==> src/psl_pkg.sv <==
// Shared types, constants and helpers of the per-source connection limiter.
`default_nettype none
package psl_pkg;

  localparam int TABLE_ENTRIES = 64;
  localparam int IDX_W = (TABLE_ENTRIES > 1) ? $clog2(TABLE_ENTRIES) : 1;
  localparam int CFG_IDX_W = 3;
  localparam int CFG_W = 16;
  localparam int TOTAL_W = 22;
  localparam logic [15:0] HITS_MAX = 16'hFFFF;

  localparam logic [CFG_IDX_W-1:0] REG_BURST_LIMIT = 3'd0;
  localparam logic [CFG_IDX_W-1:0] REG_ADDR_BLOCK_TIME = 3'd1;
  localparam logic [CFG_IDX_W-1:0] REG_BURST_WINDOW = 3'd2;
  localparam logic [CFG_IDX_W-1:0] REG_FLOOD_LIMIT = 3'd3;
  localparam logic [CFG_IDX_W-1:0] REG_FLOOD_BLOCK_TIME = 3'd4;

  typedef enum logic [1:0] {
    FUNC_HIT    = 2'd0,
    FUNC_REMOVE = 2'd1,
    FUNC_EXPIRE = 2'd2,
    FUNC_NOP    = 2'd3
  } func_t;

  typedef enum logic [2:0] {
    C_IDLE   = 3'd0,
    C_MATCH  = 3'd1,
    C_HIT    = 3'd2,
    C_REMOVE = 3'd3,
    C_EXPIRE = 3'd4,
    C_SHIFT  = 3'd5
  } cell_op_t;

  typedef struct packed {
    cell_op_t    op;
    logic [31:0] addr;
    logic [31:0] now;
    logic [15:0] burst_limit;
    logic [15:0] block_time;
    logic [15:0] window;
    logic        any_match;
  } cell_cmd_t;

  typedef struct packed {
    logic        match;
    logic        claimed;
    logic        inc;
    logic        started;
    logic [15:0] hits;
    logic [31:0] blk;
  } cell_rsp_t;

  function automatic logic [31:0] sat_add(input logic [31:0] t, input logic [15:0] d);
    logic [32:0] s;
    s = {1'b0, t} + {17'd0, d};
    return s[32] ? 32'hFFFF_FFFF : s[31:0];
  endfunction

endpackage
`default_nettype wire

==> src/psl_cell.sv <==
// One table cell: holds one source entry, matches, updates and drains its count.
`default_nettype none
module psl_cell (
  input  wire logic                clk,
  input  wire logic                rst,
  input  wire psl_pkg::cell_cmd_t  cmd,
  input  wire logic                claim_in,
  output logic                     claim_out,
  input  wire logic [15:0]         drain_in,
  output logic [15:0]              drain,
  output psl_pkg::cell_rsp_t       rsp
);

  logic        valid;
  logic [31:0] address;
  logic [31:0] created;
  logic [15:0] hits;
  logic [31:0] blk;
  logic        claim_here;
  logic [15:0] hits_inc;
  logic [15:0] hits_dec;
  logic [31:0] blk_new;
  logic        expired;

  assign claim_here = !valid && !claim_in;
  assign claim_out  = claim_in || !valid;
  assign hits_inc   = (hits != psl_pkg::HITS_MAX) ? hits + 16'd1 : hits;
  assign hits_dec   = hits - 16'd1;
  assign blk_new    = psl_pkg::sat_add(cmd.now, cmd.block_time);
  assign expired    = valid &&
                      (({1'b0, created} + {17'd0, cmd.window}) <= {1'b0, cmd.now});

  always_ff @(posedge clk) begin
    if (rst) begin
      valid     <= 1'b0;
      rsp.match <= 1'b0;
    end else begin
      case (cmd.op)
        psl_pkg::C_MATCH: begin
          rsp.match <= valid && (address == cmd.addr);
        end
        psl_pkg::C_HIT: begin
          if (rsp.match) begin
            hits        <= hits_inc;
            rsp.claimed <= 1'b0;
            rsp.hits    <= hits_inc;
            rsp.inc     <= (hits != psl_pkg::HITS_MAX);
            if (hits_inc > cmd.burst_limit && blk <= cmd.now) begin
              blk         <= blk_new;
              rsp.blk     <= blk_new;
              rsp.started <= 1'b1;
            end else begin
              rsp.blk     <= blk;
              rsp.started <= 1'b0;
            end
          end else if (!cmd.any_match && claim_here) begin
            valid       <= 1'b1;
            address     <= cmd.addr;
            created     <= cmd.now;
            hits        <= 16'd1;
            blk         <= 32'd0;
            rsp.claimed <= 1'b1;
            rsp.inc     <= 1'b1;
            rsp.started <= 1'b0;
            rsp.hits    <= 16'd1;
            rsp.blk     <= 32'd0;
          end else begin
            rsp.claimed <= 1'b0;
            rsp.inc     <= 1'b0;
            rsp.started <= 1'b0;
            rsp.hits    <= 16'd0;
            rsp.blk     <= 32'd0;
          end
        end
        psl_pkg::C_REMOVE: begin
          rsp.claimed <= 1'b0;
          rsp.inc     <= 1'b0;
          rsp.started <= 1'b0;
          if (rsp.match) begin
            hits <= hits_dec;
            if (hits_dec == 16'd0) begin
              valid    <= 1'b0;
              rsp.hits <= 16'd0;
              rsp.blk  <= 32'd0;
            end else begin
              rsp.hits <= hits_dec;
              rsp.blk  <= blk;
            end
          end else begin
            rsp.hits <= 16'd0;
            rsp.blk  <= 32'd0;
          end
        end
        psl_pkg::C_EXPIRE: begin
          rsp.match <= 1'b0;
          drain     <= expired ? hits : 16'd0;
          if (expired) begin
            valid <= 1'b0;
          end
        end
        psl_pkg::C_SHIFT: begin
          drain <= drain_in;
        end
        default: begin
        end
      endcase
    end
  end

endmodule
`default_nettype wire

==> config.mk <==
export PLATFORM = sky130hd
export DESIGN_NAME = psl_cell
export DESIGN_NICKNAME = d
export VERILOG_FILES = /design/src/psl_pkg.sv /design/src/psl_cell.sv
export SDC_FILE = /design/constraint.sdc
export NUM_CORES = 1
export LEC_CHECK = 0
export BUFFER_PORTS_ARGS = -buffer_cell sky130_fd_sc_hd__buf_2
export CORE_UTILIZATION = 35
export CTS_CLUSTER_DIAMETER = 120
export DETAILED_ROUTE_END_ITERATION = 12
export HOLD_SLACK_MARGIN = 0.12
export SETUP_SLACK_MARGIN = 0.1
export SYNTH_ARGS = -nofsm -noshare
export SYNTH_HDL_FRONTEND = slang
export SYNTH_SLANG_ARGS = --single-unit
export TNS_END_PERCENT = 30
==> constraint.sdc <==
create_clock -name clk -period 15.55 [get_ports clk]
set_input_delay 3.11 -clock clk [delete_from_list [all_inputs] [get_ports clk]]
set_output_delay 3.11 -clock clk [all_outputs]
set_load 0.05 [all_outputs]
# Word-level counts from Yosys, hierarchy flattened
# Cells that the tools add are included.
[totals]
register_bits = 181
input_bits = 135
[op_classes]
eq_ne = 13
add_sub_neg = 4
magnitude_cmp = 3
reduce_logical = 21
mux = 24
n_bitwise = 2
[op_table]
columns = ["op", "count"]
rows = [
  ["two-way mux 32 bit", 4],
  ["two-way mux 51 bit", 2],
  ["one-hot mux 51 bit (2 select lines)", 1],
  ["two-way mux 48 bit", 2],
  ["two-way mux 16 bit", 5],
  ["adder 32 x 16 -> 33 bit", 2],
  ["one-hot mux 16 bit (2 select lines)", 2],
  ["<= comparator 33 x 32 -> 1 bit", 1],
  ["equality test 32 bit", 1],
  ["<= comparator 32 bit", 1],
  ["adder 16 x 1 -> 16 bit (second input constant)", 1],
  ["> comparator 16 bit", 1],
  ["logical NOT 16 bit", 1],
  ["!= test 16 bit (second input constant)", 1],
  ["subtractor 16 x 1 -> 16 bit (second input constant)", 1],
  ["!= test 2 bit (second input constant)", 5],
  ["AND reduction 4 bit", 2],
  ["nonzero test 2 bit", 4],
  ["equality test 3 x 2 -> 1 bit (second input constant)", 2],
  ["equality test 3 bit (second input constant)", 2],
  ["two-way mux 1 bit", 6],
  ["AND reduction 6 bit", 1],
  ["logical AND 1 bit", 5],
  ["AND reduction 2 bit", 2],
  ["other kinds (9)", 12],
]

# Logic depth before layout (Yosys ltp)
[depth]
word_depth = 7
mapped_depth = 21
depth_no_buf = 20

# Worst setup path after synthesis
# Ideal clock, no wire load.
[synth_timing]
path_kind = "input to register"
startpoint = "input port claim_in"
endpoint = "register address[0] (enable)"
n_path_buf = 1
arrival_time_ns = 9.687
path_slack_ns = 5.219
setup_ns = 0.644
stages = 3
path_cell_list = "or3_1 clkbuf_1 nor4_1"
[synth_between]
elab_chain_cells = 4
[synth_rtl]
columns = ["element", "line_no", "source"]
rows = [
  ["start: declaration", "psl_cell.sv:7", "input wire logic claim_in,"],
  ["logical NOT 1 bit", "psl_cell.sv:25", "assign claim_here = !valid && !claim_in;"],
  ["logical AND 1 bit", "psl_cell.sv:25", ""],
  ["logical AND 1 bit", "psl_cell.sv:56", "end else if (!cmd.any_match && claim_here) begin"],
  ["AND reduction 4 bit (no source line)", "n/a", ""],
  ["end signal: assignment", "psl_cell.sv:58", "address <= cmd.addr;"],
  ["end: declaration", "psl_cell.sv:15", "logic [31:0] address;"],
]
# No other way between the ends.
# A chain may end at the register's enable or synchronous reset.

# Final worst setup path
[layout_timing]
startpoint = "input port cmd[2] (netlist bit)"
endpoint = "register drain[4] (data pin)"
[layout_between]
elab_chain_cells = 5
[layout_rtl]
columns = ["element", "line_no", "source"]
rows = [
  ["start: declaration", "psl_cell.sv:6", "input wire psl_pkg::cell_cmd_t cmd,"],
  ["adder 32 x 16 -> 33 bit", "psl_cell.sv:31", "(({1'b0, created} + {17'd0, cmd.window}) <= {1'b0, cmd.now});"],
  ["<= comparator 33 x 32 -> 1 bit", "psl_cell.sv:31", ""],
  ["logical AND 1 bit", "psl_cell.sv:30", "assign expired = valid &&"],
  ["two-way mux 16 bit", "psl_cell.sv:96", "drain <= expired ? hits : 16'd0;"],
  ["one-hot mux 16 bit (2 select lines)", "psl_cell.sv:38", "case (cmd.op)"],
  ["end signal: assignment", "psl_cell.sv:96", ""],
  ["end signal: assignment", "psl_cell.sv:102", "drain <= drain_in;"],
  ["end: declaration", "psl_cell.sv:10", "output logic [15:0] drain,"],
]
# No other way between the ends.

==> metrics.txt <==
# TYPE chip_impl_metric gauge
chip_impl_metric{name="boundary_pins",unit=""} 204
chip_impl_info{name="critical_path.startpoint_type",value="input pin"} 1
chip_impl_metric{name="gpl.final_weighted_congestion",unit=""} 0.872
chip_impl_metric{name="synth_nets",unit=""} 1479
chip_impl_metric{name="buffer_ports.inserted",unit=""} 203
chip_impl_info{name="timing_worst_setup_path_type",value="in2reg"} 1
chip_impl_metric{name="yosys_register_bits",unit=""} 181
chip_impl_metric{name="netlist_area",unit="um2"} 12500
chip_impl_metric{name="worst-slew-pin-transition",unit="ps"} 892
chip_impl_metric{name="nNetsFinal",unit=""} 1659
chip_impl_info{name="cts_tree",value="built"} 1
chip_impl_metric{name="ys_async_sr_fraction",unit="%"} 0
chip_impl_metric{name="die_width",unit="um"} 191
chip_impl_metric{name="drt_iter0_markers",unit=""} 707
chip_impl_metric{name="drive_above_1_share",unit="%"} 21.7
chip_impl_metric{name="normalized_max_slew_margin",unit="%"} 40.4
chip_impl_metric{name="final.hold.worst_slack",unit="ps"} 613
chip_impl_metric{name="cp_data_arrival_time",unit="ps"} 7460
chip_impl_metric{name="final-hold-violation-count",unit=""} 0
chip_impl_metric{name="worst_skew_pair.late_latency",unit="ps"} 460
chip_impl_metric{name="share_of_yosys_cell_area_claimed_by_the_top_area_cell_type",unit="%"} 43.0
chip_impl_metric{name="timing.final.max_slew_violations",unit=""} 0
chip_impl_metric{name="final_core_util",unit="%"} 41.6
chip_impl_info{name="timing.critical_path.to_type",value="flip-flop"} 1
chip_impl_metric{name="cap_viol_max_count",unit=""} 0
chip_impl_metric{name="ctsResizeCount",unit=""} 0
chip_impl_metric{name="synth.distinct_cells",unit=""} 81
chip_impl_info{name="synth_common_cells",value="edfxtp_1, nand2_1, ha_1, xnor2_1, inv_1"} 1
chip_impl_metric{name="maximum_number_of_pins_on_one_net_before_global_route_repair",unit=""} 45
chip_impl_metric{name="design.die.area",unit="um2"} 36500
chip_impl_info{name="yosys-top-cells-area",value="edfxtp_1, ha_1, xnor2_1, nand2_1, o221a_2"} 1
chip_impl_info{name="hold_path_class",value="reg2reg"} 1
chip_impl_metric{name="dpl_cell_area",unit="um2"} 14000
chip_impl_metric{name="clock_sinks",unit=""} 181
chip_impl_metric{name="grt-ovfl-total",unit=""} 0
chip_impl_metric{name="routed_length_per_instance",unit="um"} 19.1
chip_impl_metric{name="clockBufferDepth",unit=""} 2
chip_impl_metric{name="core_area",unit="um2"} 34900
chip_impl_metric{name="ir_drop",unit="mV"} 0.0800
chip_impl_metric{name="num_rows",unit=""} 68
chip_impl_metric{name="clkSlewWorstSetupHoldPaths",unit="ps"} 70
chip_impl_info{name="yosys_most_used_dff",value="edfxtp_1"} 1
chip_impl_metric{name="ant_nets",unit=""} 0
chip_impl_metric{name="route.vias.total",unit=""} 10300
chip_impl_info{name="post-synth-top-count-cell",value="edfxtp_1"} 1
chip_impl_metric{name="syn-instance-count",unit=""} 1227
chip_impl_metric{name="power_leakage",unit="uW"} 0.00593
chip_impl_metric{name="drt_first_pass_iters",unit=""} 5
chip_impl_metric{name="antenna_found_initial",unit=""} 0
chip_impl_metric{name="tns_setup",unit="ps"} 0
chip_impl_metric{name="antenna_cells_inserted",unit=""} 0
chip_impl_metric{name="ys_seq_area_share",unit="%"} 43.3
chip_impl_metric{name="number_of_buffers_inserted_by_hold_repair_at_cts",unit=""} 0
chip_impl_metric{name="first_global_vias",unit=""} 10300
chip_impl_metric{name="period_needed",unit="ps"} 7190
chip_impl_info{name="synth_top_area_cell",value="edfxtp_1"} 1
chip_impl_metric{name="yosys_synthesis_warning_count",unit=""} 0
chip_impl_metric{name="postLayoutCellArea",unit="um2"} 14500
chip_impl_metric{name="power_density",unit="nW/um2"} 79.3
chip_impl_metric{name="synth-edff-count",unit=""} 179
chip_impl_metric{name="worst-endpoint-required",unit="ps"} 15820
chip_impl_info{name="clock_root_cell",value="clkbuf_16"} 1
chip_impl_metric{name="clock_skew",unit="ps"} 18.9
chip_impl_metric{name="initial_core_utilization",unit="%"} 35.9
chip_impl_metric{name="setup_viol",unit=""} 0
chip_impl_metric{name="post_cts_setup_buffer_count",unit=""} 0
chip_impl_metric{name="cts_max_level",unit=""} 4
chip_impl_metric{name="floorplan.die.height",unit="um"} 191
chip_impl_metric{name="routed_via_density",unit=""} 5.48
chip_impl_info{name="outcome",value="finished, final reports clean"} 1
chip_impl_metric{name="synth.avg_cell_area",unit="um2"} 10.2
chip_impl_metric{name="cp_max_fo",unit=""} 17
chip_impl_metric{name="wl",unit="um"} 35900
chip_impl_metric{name="layout_worst_path_cycle_share",unit="%"} 46.2
chip_impl_info{name="rsz_0062_raised_after_global_routing",value="no"} 1
chip_impl_metric{name="fmaxAchievable",unit="MHz"} 139
chip_impl_metric{name="first_pass_grt_wire_length",unit="um"} 56500
chip_impl_metric{name="drt_drc_violations_left",unit=""} 0
chip_impl_metric{name="areaGrowthSynthToFinish",unit="%"} 16.0
chip_impl_metric{name="numCtsBuffers",unit=""} 17
chip_impl_metric{name="globalRouteTotalUtil",unit="%"} 20.3
chip_impl_metric{name="filler_cell_count",unit=""} 3484
chip_impl_metric{name="totalPowerFinal",unit="uW"} 1150
chip_impl_metric{name="dp_hpwl",unit="um"} 27000
## final timing paths
kind | start | endpoint | depth (start not counted) | slack [ps]
min reg2reg | blk[5] | rsp[5] | 2 | 610
max reg2reg | hits[5] | rsp[15] | 15 | 9540
max | cmd[2] | drain[4] | 18 | 8360
min | blk[5] | rsp[5] | 2 | 610
## flip-flops by register name, summed over array words and instances, names as in the netlist
signal	flops
drain	16
created	32
address	32
rsp	52
valid	1
blk	32
hits	16
## placed cells by master (no fill, tap or decap), types with 6 or more instances in the layout
cell / n
a21o_1: 24
o221a_2: 29
nand3_1: 28
o221ai_1: 26
a31oi_1: 7
a21oi_1: 55
buf_2: 203
o31ai_1: 6
xnor2_1: 90
nand2b_1: 7
nand4_1: 39
clkbuf_16: 17
and3_1: 19
xor2_1: 23
ha_1: 115
nand2_1: 142
buf_4: 14
o22ai_1: 8
inv_1: 77
nor2b_1: 10
edfxtp_1: 179
o211ai_1: 8
o21a_1: 9
nor2_1: 73
nor3_1: 20
o21ai_0: 60
a211oi_1: 16
## through the flow
step	worst slack (ps)	std cells
6_report	8360	1875
5_1_grt	8090	1875
4_1_cts	8430	1875
3_5_place_dp	7950	1843
3_3_place_gp	8120	1843
2_1_floorplan	5220	1227
## cell families after synthesis
logic type	Yosys count	share of synthesized area, %
and+or+nand+nor	383	15.4
DFF	181	43.3
muxes	5	0.420
adders and majority gates	117	11.8
buffers and inverters	135	4.52
AOI/OAI and AO/OA	293	16.6
xor gates and xnor gates	113	7.91
## routing by layer
layer  GRT usage [%]  part of all wire [%]  vias to the layer above
met3            3.49                   5.6                       41
met4            6.47                   2.0                        0
li1                -                     -                     4953
met5               0                     0                        -
met1            27.1                    46                     4969
met2            33.1                    47                      305
## cell type report
| cell class | instances | area [um2] | share of cell area [%] |
|---|---|---|---|
| Multi-Input combinational cell | 911 | 6550 | 45.2 |
| Sequential cell | 181 | 5420 | 37.3 |
| Timing Repair Buffer | 217 | 1120 | 7.72 |
| Tap cell | 455 | 569 | 3.92 |
| Clock buffer | 20 | 437 | 3.01 |
| Inverter | 79 | 297 | 2.04 |
| Clock inverter | 12 | 120 | 0.828 |
## power by group
part | internal, uW | leakage [uW] | switching (uW)
Combinational | 64.1 | 0.00397 | 112
Clock | 224 | 0.000266 | 209
Sequential | 539 | 0.00170 | 2.92
Total | 827 | 0.00593 | 324
## worst max-delay path: stages
cell and delay, ps:
buf_2 110, ha_1 280, a21o_1 120, a21oi_1 110, o21ai_0 220, a31oi_1 170, o31ai_1 600, o21a_1 440
nand4_1 180, xnor2_1 150, ha_1 300, nand4_1 100, or3_1 400, nor2_1 100, nand3_1 80, mux2_2 280
a21o_1 360, o31ai_1 320
No activity file was read; power rests on OpenSTA's default activity.
